## config.mk

```make
export PLATFORM = sky130hd
export DESIGN_NAME = spc_horner
export DESIGN_NICKNAME = d
export VERILOG_FILES = /design/src/rtl/spc_pkg.sv /design/src/rtl/spc_horner.sv
export SDC_FILE = /design/constraint.sdc
export NUM_CORES = 2
export LEC_CHECK = 0
export BUFFER_PORTS_ARGS = -buffer_cell sky130_fd_sc_hd__buf_2
export CORE_ASPECT_RATIO = 0.7
export CORE_UTILIZATION = 45
export CTS_CLUSTER_DIAMETER = 60
export DETAILED_ROUTE_END_ITERATION = 10
export SYNTH_ARGS = -nofsm -noshare
export SYNTH_HDL_FRONTEND = slang
export SYNTH_SLANG_ARGS = --single-unit
```

## constraint.sdc

```tcl
create_clock -name clock -period 23.8 [get_ports clock]
set_input_delay 7.14 -clock clock [delete_from_list [all_inputs] [get_ports clock]]
set_output_delay 7.14 -clock clock [all_outputs]
set_load 0.1 [all_outputs]
```

## src/rtl/spc_pkg.sv

```systemverilog
// Shared types and constants for the straw position correction unit.
// Holds the item structs, coefficient entry layout and fixed-point widths.
// No dependencies.
package spc_pkg;

   localparam int NUM_STRAWS = 4096;
   localparam int STRAW_AW   = $clog2(NUM_STRAWS);

   localparam int STRAW_W  = 12;
   localparam int POS_W    = 19;
   localparam int POS_FRAC = 8;
   localparam int COEF_W   = 48;
   localparam int RES_W    = 11;
   localparam int FRAC_W   = 32;
   localparam int ACC_W    = 56;
   localparam int HI_W     = ACC_W - FRAC_W;
   localparam int SUM_W    = ACC_W + 2;

   localparam logic OP_LOAD    = 1'b0;
   localparam logic OP_CORRECT = 1'b1;

   localparam logic [RES_W-1:0] RES_RESET = RES_W'(512);

   localparam logic signed [ACC_W-1:0] ACC_MAX = {1'b0, {(ACC_W-1){1'b1}}};
   localparam logic signed [ACC_W-1:0] ACC_MIN = {1'b1, {(ACC_W-1){1'b0}}};

   typedef struct packed {
      logic                      op;
      logic [STRAW_W-1:0]        straw_id;
      logic [POS_W-1:0]          pos;
      logic signed [COEF_W-1:0]  coef_a;
      logic signed [COEF_W-1:0]  coef_b;
      logic signed [COEF_W-1:0]  coef_c;
      logic signed [COEF_W-1:0]  coef_d;
   } spc_req_type;

   typedef struct packed {
      logic [STRAW_W-1:0] straw_out;
      logic [RES_W-1:0]   pixel_pos;
      logic               clamp_low;
      logic               clamp_high;
   } spc_rsp_type;

   typedef struct packed {
      logic signed [COEF_W-1:0] coef_a;
      logic signed [COEF_W-1:0] coef_b;
      logic signed [COEF_W-1:0] coef_c;
      logic signed [COEF_W-1:0] coef_d;
   } spc_coef_type;

   // Horner work item: acc is the running value, add0 the next addend.
   typedef struct packed {
      logic [STRAW_W-1:0]      straw;
      logic [POS_W-1:0]        pos;
      logic signed [ACC_W-1:0] acc;
      logic signed [ACC_W-1:0] add0;
      logic signed [ACC_W-1:0] add1;
      logic signed [ACC_W-1:0] add2;
   } spc_work_type;

endpackage

```

## src/rtl/spc_horner.sv

```systemverilog
// One Horner step: acc = sat(floor(pos * acc / 256) + add0), two stages.
// Multiply stage splits acc into high and low parts; add stage saturates.
// Uses spc_pkg.
module spc_horner
   import spc_pkg::*;
(
   input  logic         clock,
   input  logic         reset,
   input  logic         in_valid,
   output logic         in_ready,
   input  spc_work_type in_work,
   output logic         out_valid,
   input  logic         out_ready,
   output spc_work_type out_work
);

   localparam int PH_W = HI_W + POS_W + 1;
   localparam int PL_W = FRAC_W + POS_W;
   localparam int SHIFT_W = FRAC_W - POS_FRAC;

   typedef struct packed {
      logic [STRAW_W-1:0]      straw;
      logic [POS_W-1:0]        pos;
      logic signed [PH_W-1:0]  prod_hi;
      logic [PL_W-1:0]         prod_lo;
      logic signed [ACC_W-1:0] add0;
      logic signed [ACC_W-1:0] add1;
      logic signed [ACC_W-1:0] add2;
   } spc_mul_type;

   logic         m_valid_ff;
   logic         m_ready;
   spc_mul_type  m_ff;
   spc_mul_type  m_in;
   logic         a_valid_ff;
   logic         a_ready;
   spc_work_type a_ff;
   spc_work_type a_in;

   logic signed [HI_W-1:0]  t_hi;
   logic [FRAC_W-1:0]       t_lo;
   logic [PH_W-FRAC_W:0]    hi_top;
   logic                    hi_ovf;
   logic signed [SUM_W-1:0] prod_sum;
   logic signed [SUM_W-1:0] acc_sum;
   logic [SUM_W-ACC_W:0]    sum_top;

   assign m_ready  = !m_valid_ff || a_ready;
   assign a_ready  = !a_valid_ff || out_ready;
   assign in_ready = m_ready;

   always_comb begin
      t_hi          = in_work.acc[ACC_W-1:FRAC_W];
      t_lo          = in_work.acc[FRAC_W-1:0];
      m_in.straw    = in_work.straw;
      m_in.pos      = in_work.pos;
      m_in.prod_hi  = $signed({1'b0, in_work.pos}) * t_hi;
      m_in.prod_lo  = in_work.pos * t_lo;
      m_in.add0     = in_work.add0;
      m_in.add1     = in_work.add1;
      m_in.add2     = in_work.add2;
   end

   always_comb begin
      // high product outside 32-bit signed range saturates before the add
      hi_top   = m_ff.prod_hi[PH_W-1:FRAC_W-1];
      hi_ovf   = !((&hi_top) || !(|hi_top));
      prod_sum = SUM_W'($signed({m_ff.prod_hi[FRAC_W-1:0], {SHIFT_W{1'b0}}}))
               + SUM_W'($signed({1'b0, m_ff.prod_lo[PL_W-1:POS_FRAC]}));
      acc_sum  = prod_sum + SUM_W'(m_ff.add0);
      sum_top  = acc_sum[SUM_W-1:ACC_W-1];
      a_in.straw = m_ff.straw;
      a_in.pos   = m_ff.pos;
      a_in.add0  = m_ff.add1;
      a_in.add1  = m_ff.add2;
      a_in.add2  = '0;
      if (hi_ovf) begin
         a_in.acc = m_ff.prod_hi[PH_W-1] ? ACC_MIN : ACC_MAX;
      end else if (!((&sum_top) || !(|sum_top))) begin
         a_in.acc = acc_sum[SUM_W-1] ? ACC_MIN : ACC_MAX;
      end else begin
         a_in.acc = acc_sum[ACC_W-1:0];
      end
   end

   always_ff @(posedge clock) begin
      if (reset) begin
         m_valid_ff <= 1'b0;
         a_valid_ff <= 1'b0;
      end else begin
         if (m_ready) begin
            m_valid_ff <= in_valid;
         end
         if (a_ready) begin
            a_valid_ff <= m_valid_ff;
         end
      end
   end

   always_ff @(posedge clock) begin
      if (m_ready) begin
         m_ff <= m_in;
      end
      if (a_ready) begin
         a_ff <= a_in;
      end
   end

   assign out_valid = a_valid_ff;
   assign out_work  = a_ff;

endmodule

```

==> impl_metrics.toml <==
[synth]
synth_edf_count = 485
postSynthCellCount = 5309
avgSynthCellArea_um2 = 10.6
netlist_top_cells_area = "fa_1, edfxtp_1, inv_1"
ys_seq_elements = 487
synth_top_cell_by_area = "fa_1"
ys_types = 79
yosys_warnings = 0
synth-seq-area-share_pct = 26.0
synth_top_area_share_pct = 35.5
async_flop_share_pct = 0
syn-cell-area_um2 = 56100
synth_ff_type = "edfxtp_1"

[clocking]
clk_latency_ns = 0.64
cts_setup_buffers = 0
ctsResizeCount = 0
clock_path_buffers = 3
cts_sinks = 487
cts_root_buf = "clkbuf_16"
hold_buffers = 0
cts_tree = "done"
clk_pin_slew_ns = 0.06
htree_levels = 2
numCtsBuffers = 53

[status]
status = "finished with violations"
violations = "DRC"

[detailed_routing]
dr_total_vias = 37200
ant_nets = 0
wl_met1_um = 68900
drt_wl_total_um = 149000
dr_wl_met2_um = 64200
route.met3.wl_um = 13100
vias_per_cell = 5.10
drc_errors = 56
dr.pass1.iters = 10
drt_iter0_markers = 2587
routed.top_layer = "met5"
avgRoutedWirePerCell_um = 20.4

[grt]
overflow = 0
grt.total_usage_pct = 24.1
grt_pass1_wl_um = 232000
grt_pass1_vias = 38800
grt_antenna_before_repair = 13
grt_max_degree = 126

[floorplan]
rows = 107
die_width_um = 424
die_h_um = 297
coreArea_um2 = 123000
ioPinCount = 516
dieArea_um2 = 126000
initial_core_util_pct = 45.8

[critical_path]
crit_chain = "buf_2 > nor2b_1 > nand2_4 > buf_2"
cpMostUsedCell = "buf_2"
crit_type = "in2out"
cpMaxStageDelayCell = "nand2_4"
cp-end-kind = "primary output"
path_max_fanout = 58
startpoint_type = "input port"
cp.arrival_ns = 8.84
slowest_delay_ns = 0.56
r2r_start = "m_ff[177]"
startpoint = "out_ready"
required_ns = 16.66

[layout]
nets = 7209
seq_area_um2 = 14600
multi_input_area_um2 = 35900
fill_cells = 11300
area_delta_synth_final_pct = 9.07
layout-drive-gt1-share_pct = 11.0

[timing]
rsz0062_at_grt = "false"
tns_ns = 0
hold_violations = 0
period_share_pct = 67.2
max_freq_ghz = 0.0626
worst_pin_slew_ns = 1.02
period_needed_ns = 15.98
drv_slew = 0
setup_violations = 0
maxSlewHeadroom_pct = 31.7
fin_skew_ns = 0.0547

[flow_run]
maxCapViolations = 0

[hold_path]
min-delay-start = "a_in[163]"
min_path_type = "reg2reg"

[placement]
hpwl_um = 110000
gp_congestion = 0.863
port-buffer-count = 459
cell families (layout without fill, tap and decap cells):
| kind of cell | Yosys count | after routing | share of synthesized area, % |
|---|---|---|---|
| other cells | 1 | 63 | 0.00668 |
| flops | 487 | 487 | 26.0 |
| compound gates | 508 | 508 | 6.37 |
| buf+inv | 1467 | 1755 | 10.4 |
| simple gates | 1369 | 1369 | 11.9 |
| fa+ha+maj | 1338 | 1338 | 43.1 |
| xor+xnor | 139 | 139 | 2.17 |
cells in the final DEF, fill, tap and decap left out, types with 5 or more instances in the layout:
| cell type | instances |
|---|---|
| edfxtp_1 | 485 |
| a221oi_1 | 9 |
| or3_1 | 5 |
| nor2b_1 | 13 |
| nand2b_1 | 13 |
| and2_1 | 482 |
| a2111oi_0 | 6 |
| a31oi_1 | 16 |
| o211ai_2 | 34 |
| xor2_1 | 54 |
| clkinv_2 | 8 |
| nor2_1 | 73 |
| nor3_1 | 20 |
| a21o_1 | 80 |
| and4_1 | 12 |
| nand2_1 | 667 |
| a211oi_1 | 14 |
| clkinv_1 | 7 |
| clkbuf_1 | 12 |
| o21a_1 | 14 |
| xnor2_1 | 85 |
| a211o_1 | 5 |
| buf_4 | 30 |
| buf_2 | 454 |
| o21bai_1 | 17 |
| o211ai_1 | 31 |
| inv_1 | 1175 |
| o21ai_0 | 81 |
| nand4_1 | 19 |
| diode_2 | 7 |
| clkbuf_16 | 53 |
| and3_1 | 16 |
| ha_1 | 343 |
| a21oi_1 | 141 |
| fa_1 | 995 |
| nand3_1 | 29 |
| conb_1 | 56 |
cells in the mapped netlist (31+ instances only):
cell	n
a21o_1	80
a21oi_1	141
and2_1	482
buf_4	60
clkbuf_1	213
edfxtp_1	485
fa_1	995
ha_1	343
inv_1	1176
nand2_1	668
nor2_1	73
o211ai_1	31
o211ai_2	34
o21ai_0	81
xnor2_1	85
xor2_1	54
routing by layer:
| layer | vias to the layer above | global-route usage (%) |
|---|---|---|
| met3 | 139 | 5.21 |
| met5 | - | 0 |
| met1 | 18900 | 36.3 |
| met2 | 1329 | 35.7 |
| met4 | 4 | 4.46 |
| li1 | 16800 | - |
sequential cells by signal, indices dropped and copies added, names as in the netlist:
signal / flops
a_in: 143
hi_top: 13
m_ff: 130
m_valid_ff: 1
out_valid: 1
out_work: 199
worst max-delay path: cells and delay by family:
family / cells / cell delay, ns
buffers and inverters: 2 / 0.60
AND/OR/NAND/NOR: 2 / 1.10
per-stage QoR:
stage | worst slack [ns] | std cells | area (um2) | hold WS (ns) | utilization (%)
floorplan | 2.86 | 5364 | 56300 | 0.400 | -
global placement | 7.82 | 7192 | 59500 | 0.400 | 48.5
detailed placement | 7.76 | 7192 | 59500 | 0.405 | 48.5
CTS | 7.75 | 7287 | 61200 | 0.378 | 49.9
global route | 7.69 | 7293 | 61200 | 0.387 | 49.9
finish | 7.82 | 7294 | 61200 | 0.379 | 49.9
worst paths after layout:
kind | endpoint | slack, ns | cells after the start
worst max-delay path | in_ready | 7.82 | 4
worst min-delay path | out_work[163] | 0.38 | 0
worst max register to register | out_work[171] | 19.02 | 13
worst min register to register | out_work[163] | 0.38 | 0
final cells by class:
cell class              count  area share [%]
multi-input cells        3410            58.7
inverters                1176            7.22
well taps                1635            3.34
diodes                      7          0.0286
flip-flops and latches    487            23.9
clock inverters            30           0.527
clock buffers              65            2.24
repair buffers            484            4.08
Power is not shown: default switching activity piles up to over one toggle a cycle in this logic, so the estimate is an artifact.
