**src/rtl/spc_pkg.sv**
```systemverilog
// Shared types and constants for the straw position correction unit.
// Holds the item structs, coefficient entry layout and fixed-point widths.
// No dependencies.
package spc_pkg;

   localparam int NUM_STRAWS = 4096;
   localparam int STRAW_AW   = $clog2(NUM_STRAWS);

   localparam int STRAW_W  = 12;
   localparam int POS_W    = 19;
   localparam int POS_FRAC = 8;
   localparam int COEF_W   = 48;
   localparam int RES_W    = 11;
   localparam int FRAC_W   = 32;
   localparam int ACC_W    = 56;
   localparam int HI_W     = ACC_W - FRAC_W;
   localparam int SUM_W    = ACC_W + 2;

   localparam logic OP_LOAD    = 1'b0;
   localparam logic OP_CORRECT = 1'b1;

   localparam logic [RES_W-1:0] RES_RESET = RES_W'(512);

   localparam logic signed [ACC_W-1:0] ACC_MAX = {1'b0, {(ACC_W-1){1'b1}}};
   localparam logic signed [ACC_W-1:0] ACC_MIN = {1'b1, {(ACC_W-1){1'b0}}};

   typedef struct packed {
      logic                      op;
      logic [STRAW_W-1:0]        straw_id;
      logic [POS_W-1:0]          pos;
      logic signed [COEF_W-1:0]  coef_a;
      logic signed [COEF_W-1:0]  coef_b;
      logic signed [COEF_W-1:0]  coef_c;
      logic signed [COEF_W-1:0]  coef_d;
   } spc_req_type;

   typedef struct packed {
      logic [STRAW_W-1:0] straw_out;
      logic [RES_W-1:0]   pixel_pos;
      logic               clamp_low;
      logic               clamp_high;
   } spc_rsp_type;

   typedef struct packed {
      logic signed [COEF_W-1:0] coef_a;
      logic signed [COEF_W-1:0] coef_b;
      logic signed [COEF_W-1:0] coef_c;
      logic signed [COEF_W-1:0] coef_d;
   } spc_coef_type;

   // Horner work item: acc is the running value, add0 the next addend.
   typedef struct packed {
      logic [STRAW_W-1:0]      straw;
      logic [POS_W-1:0]        pos;
      logic signed [ACC_W-1:0] acc;
      logic signed [ACC_W-1:0] add0;
      logic signed [ACC_W-1:0] add1;
      logic signed [ACC_W-1:0] add2;
   } spc_work_type;

endpackage

```
**src/rtl/spc_clamp.sv**
```systemverilog
// Output stage: subtract delta from the position, clamp below zero and above the resolution.
// Holds the result register of the response channel. Uses spc_pkg.
module spc_clamp
   import spc_pkg::*;
(
   input  logic             clock,
   input  logic             reset,
   input  logic             in_valid,
   output logic             in_ready,
   input  spc_work_type     in_work,
   input  logic [RES_W-1:0] resolution,
   output logic             rsp_valid,
   input  logic             rsp_ready,
   output spc_rsp_type      rsp_data
);

   localparam int TOP_W = RES_W + FRAC_W;

   logic                    rsp_valid_ff;
   spc_rsp_type             rsp_data_ff;
   spc_rsp_type             rsp_data_in;
   logic signed [SUM_W-1:0] corr;
   logic [TOP_W-1:0]        top;

   assign in_ready = !rsp_valid_ff || rsp_ready;

   always_comb begin
      corr = SUM_W'($signed({1'b0, in_work.pos, {(FRAC_W-POS_FRAC){1'b0}}}))
           - SUM_W'(in_work.acc);
      top  = {resolution, {FRAC_W{1'b0}}};
      rsp_data_in.straw_out  = in_work.straw;
      rsp_data_in.clamp_low  = 1'b0;
      rsp_data_in.clamp_high = 1'b0;
      if (corr[SUM_W-1]) begin
         rsp_data_in.clamp_low = 1'b1;
         rsp_data_in.pixel_pos = '0;
      end else if (corr[SUM_W-2:0] > (SUM_W-1)'(top)) begin
         rsp_data_in.clamp_high = 1'b1;
         rsp_data_in.pixel_pos  = (resolution == '0) ? '0 : resolution - RES_W'(1);
      end else begin
         rsp_data_in.pixel_pos = corr[FRAC_W +: RES_W];
      end
   end

   always_ff @(posedge clock) begin
      if (reset) begin
         rsp_valid_ff <= 1'b0;
      end else if (in_ready) begin
         rsp_valid_ff <= in_valid;
      end
   end

   always_ff @(posedge clock) begin
      if (in_ready) begin
         rsp_data_ff <= rsp_data_in;
      end
   end

   assign rsp_valid = rsp_valid_ff;
   assign rsp_data  = rsp_data_ff;

   a_flags_exclusive: assert property (@(posedge clock) disable iff (reset)
      rsp_valid |-> !(rsp_data.clamp_low && rsp_data.clamp_high))
      else $error("both clamp flags set");

   a_low_is_zero: assert property (@(posedge clock) disable iff (reset)
      rsp_valid && rsp_data.clamp_low |-> rsp_data.pixel_pos == '0)
      else $error("low clamp with nonzero pixel");

   a_taken_shows: assert property (@(posedge clock) disable iff (reset)
      in_valid && in_ready |=> rsp_valid)
      else $error("taken item not presented");

endmodule

```
**config.mk**
```make
export PLATFORM = sky130hd
export DESIGN_NAME = spc_clamp
export DESIGN_NICKNAME = d
export VERILOG_FILES = /design/src/rtl/spc_pkg.sv /design/src/rtl/spc_clamp.sv
export SDC_FILE = /design/constraint.sdc
export NUM_CORES = 1
export LEC_CHECK = 0
export ABC_AREA = 1
export BUFFER_PORTS_ARGS = -buffer_cell sky130_fd_sc_hd__buf_4
export CAP_MARGIN = 10
export CORE_AREA = 2 2 115 117
export DETAILED_ROUTE_END_ITERATION = 8
export DIE_AREA = 0 0 117 119
export HOLD_SLACK_MARGIN = 0.15
export PLACE_DENSITY_LB_ADDON = 0.08
export SLEW_MARGIN = 20
export SYNTH_ARGS = -nofsm -noshare
export SYNTH_HDL_FRONTEND = slang
export SYNTH_SLANG_ARGS = --single-unit
```
**constraint.sdc**
```tcl
create_clock -name clock -period 10.04 [get_ports clock]
set_clock_uncertainty 0.15 [all_clocks]
set_input_delay 2.008 -clock clock [delete_from_list [all_inputs] [get_ports clock]]
set_output_delay 2.008 -clock clock [all_outputs]
set_load 0.01 [all_outputs]
```
==> flow_metrics.py <==
metrics = {
    "placement": {
        "place_area_um2": 6310,
        "io_buffers": 128,
        "dp_hpwl_um": 17200,
        "gp_congestion": 0.986,
    },
    "die": {
        "dieArea_um2": 13900,
        "die_w_um": 117,
        "coreArea_um2": 12900,
        "boundaryPins": 297,
        "die_h_um": 119,
        "start_util": 0.401,
        "rows": 42,
    },
    "routing": {
        "met3WireLength_um": 1210,
        "vias_per_cell": 4.98,
        "ant_nets": 0,
        "topRoutingLayerUsed": "met4",
        "route.met2.wl_um": 9520,
        "drt_iter0_drc": 517,
        "num_vias": 6294,
        "routedWlPerCell_um": 15.7,
        "drc": 0,
        "dr.pass1.iters": 5,
        "routed_wl_um": 19800,
        "routedLengthMet1_um": 8710,
    },
    "finish": {
        "final_core_util": 0.499,
        "nFillCells": 1480,
        "area.growth.synth_to_final_pct": 24.4,
        "layout-drive-gt1-share": 0.184,
        "regArea_um2": 771,
        "fin_nets": 1388,
        "finalInstanceArea_um2": 6420,
        "multiInputGateArea_um2": 3640,
    },
    "power_and_ir_drop": {
        "p_total_mw": 0.520,
        "switchingPower_mw": 0.212,
        "swShare": 0.408,
        "clockPowerShare": 0.250,
        "internal_power_mw": 0.308,
        "seq_power_share": 0.253,
        "power.leakage_nw": 3.58,
        "powerDensity_nw_per_um2": 81.0,
        "p_comb_frac": 0.497,
        "peakVddDrop_uv": 56.1,
    },
    "yosys": {
        "yosysWarnings": 0,
        "yosysSeqAreaShare": 0.149,
        "avgSynthCellArea_um2": 5.39,
        "synth_top_area_cell": "nand2_1",
        "synth_cells": 957,
        "synth_area_um2": 5160,
        "syn-num-nets": 1258,
        "ys_types": 39,
        "yosysTopAreaCellShare": 0.225,
        "ys_ff_latch": 26,
        "async_reset_ff_frac": 0,
        "synth_edf_count": 25,
        "synthTopCellsByArea": "nand2_1 (22%), edfxtp_1 (15%), inv_1 (14%), nor2_1 (11%), ha_1 (7.5%)",
        "synth_top_flop_cell": "edfxtp_1",
    },
    "clocking": {
        "postCtsSetupRepairBufs": 0,
        "htreeDepth": 1,
        "cts_buffers": 3,
        "root_buffer": "clkbuf_16",
        "clk_path_buf_depth": 2,
        "cts_tree": "done",
        "cts_hold_buffers": 0,
        "cts_resized": 0,
        "clock_sinks": 26,
        "clkTransAtPathRegs_ps": 80,
        "insertion_delay_ps": 280,
    },
    "grt": {
        "track_usage": 0.288,
        "grt_pass1_vias": 5865,
        "grt_max_degree": 27,
        "grt_pass1_wl_um": 30500,
        "antenna_found_initial": 1,
        "grt-ovfl-total": 0,
    },
    "sta": {
        "final-setup-viol-count": 0,
        "fin_setup_tns_ps": 0,
        "fin_crit_sh": 0.622,
        "period_minus_slack_ps": 6250,
        "finalHoldViolCount": 0,
        "max_freq_ghz": 0.160,
        "drv_slew": 0,
        "slew_headroom": 0.273,
        "rsz0062_at_grt": "false",
        "tightest_slew_ps": 1090,
    },
    "critical_path": {
        "reg2reg_depth": 2,
        "reg2reg_slack_ps": 8680,
        "r2r_start": "rsp_valid$_SDFFE_PP0P_",
        "crit_end": "rsp_data[7]$_SDFFCE_PP0P_",
        "critPathMaxFanout": 11,
        "required_ps": 9930,
        "start_kind": "primary input",
        "arrival_ps": 6140,
        "critPathLaunch": "in_work[200]",
        "path_class": "in2reg",
        "rr_endpoint": "rsp_data[7]$_SDFFCE_PP0P_",
        "crit_path_end_kind": "register",
    },
    "status": {
        "status": "finished clean",
    },
    "worst_hold_path": {
        "min_path_type": "reg2reg",
    },
    "run": {
        "cap_violations": 0,
    },
}
Yosys cell counts (5+ instances only):
cell	instances
nor3_1	9
nor2_2	22
ha_1	31
nand2_2	16
nor2_1	154
nor2_4	7
nand3b_1	5
nand4_1	22
xor2_1	12
nand2_1	309
a21oi_1	25
inv_1	186
nand3_2	5
xnor2_1	5
o21ai_0	15
nand3_1	71
edfxtp_1	25
o21bai_1	5
how the worst min path moves through the flow:
stage	startpoint	to	slack (ps)	depth (start not counted)
after detailed placement	rsp_valid$_SDFFE_PP0P_	rsp_valid$_SDFFE_PP0P_	800	3
after CTS	rsp_valid$_SDFFE_PP0P_	rsp_valid$_SDFFE_PP0P_	820	3
final	rsp_valid$_SDFFE_PP0P_	rsp_valid$_SDFFE_PP0P_	810	3
after global placement	rsp_valid$_SDFFE_PP0P_	rsp_valid$_SDFFE_PP0P_	810	3
after floorplan	rsp_valid$_SDFFE_PP0P_	rsp_valid$_SDFFE_PP0P_	980	2
after global routing	rsp_valid$_SDFFE_PP0P_	rsp_data[22]$_DFFE_PP_	870	2
power groups by stage:
stage	logic, mW	clock network, mW	registers, mW
6_report	0.259	0.130	0.131
5_1_grt	0.287	0.134	0.132
4_1_cts	0.257	0.132	0.131
3_5_place_dp	0.255	0	0.133
3_3_place_gp	0.256	0	0.134
2_1_floorplan	0.148	0	0.137
layer usage:
metal	vias to the layer above	GRT usage
met5	-	0
met4	0	0.0581
met3	18	0.0193
met2	198	0.495
met1	2848	0.395
li1	3230	-
through the flow:
| step | std cells | hold slack [ps] | setup slack [ps] |
|---|---|---|---|
| after floorplan | 957 | 981 | 4640 |
| after global placement | 1258 | 810 | 3630 |
| after detailed placement | 1258 | 801 | 3650 |
| after CTS | 1262 | 824 | 3910 |
| after global routing | 1263 | 867 | 3510 |
| final | 1263 | 810 | 3790 |
kinds of logic after synthesis:
family / share of synthesized area
and+or+nand+nor: 0.536
buffers and inverters: 0.145
AOI/OAI and AO/OA: 0.0652
adders and majority gates: 0.0751
DFF: 0.149
xor gates and xnor gates: 0.0288
state kept, by name (all words and copies together) (netlist names):
name / count
rsp_valid: 1
rsp_data: 25
cell usage in the layout, fill, tap and decap left out, types with 2 or more instances in the layout:
| cell type | synthesis | routed |
|---|---|---|
| a31oi_1 | 3 | 3 |
| xnor2_1 | 5 | 5 |
| buf_4 | 1 | 129 |
| nand2_2 | 16 | 16 |
| nand4_2 | 2 | 2 |
| nor3_1 | 9 | 9 |
| nand3_2 | 5 | 5 |
| nor2_1 | 154 | 154 |
| nor2b_1 | 2 | 2 |
| nor2_4 | 7 | 7 |
| a21oi_1 | 25 | 25 |
| o21ai_1 | 2 | 2 |
| nand4_1 | 22 | 22 |
| inv_2 | 4 | 4 |
| nor2_2 | 22 | 22 |
| clkbuf_16 | 0 | 3 |
| nand3b_1 | 5 | 5 |
| and3_1 | 2 | 2 |
| o21bai_1 | 5 | 5 |
| edfxtp_1 | 25 | 25 |
| a21oi_2 | 2 | 2 |
| ha_1 | 31 | 31 |
| nand2_1 | 309 | 309 |
| o21ai_0 | 15 | 15 |
| nand3_1 | 71 | 71 |
| inv_1 | 186 | 186 |
| or2_2 | 3 | 3 |
| xor2_1 | 12 | 12 |
critical path, stage by stage:
cell	delay (ps)
buf_4	80
inv_1	50
ha_1	410
nand2_1	170
nor2_1	240
nand4_1	110
o21ai_0	300
nand3_1	120
o211ai_1	160
xnor2_1	240
inv_1	80
ha_1	300
nand4_1	110
nor3_1	140
nand2_1	70
nor2_1	90
nand3_1	120
nor2_1	110
nand3_1	120
nor2_1	120
nand4_1	100
nand2_1	430
nand3_1	280
nand2_1	130
nor2_1	50
area by class of cell:
class / instances / area share
repair buffers: 129 / 0.151
multi-input cells: 737 / 0.567
clock buffers: 3 / 0.0117
well taps: 176 / 0.0343
clock inverters: 1 / 0.00468
diodes: 1 / 0.000390
inverters: 190 / 0.111
flip-flops and latches: 26 / 0.120
Power figures use the tool's default switching activity.
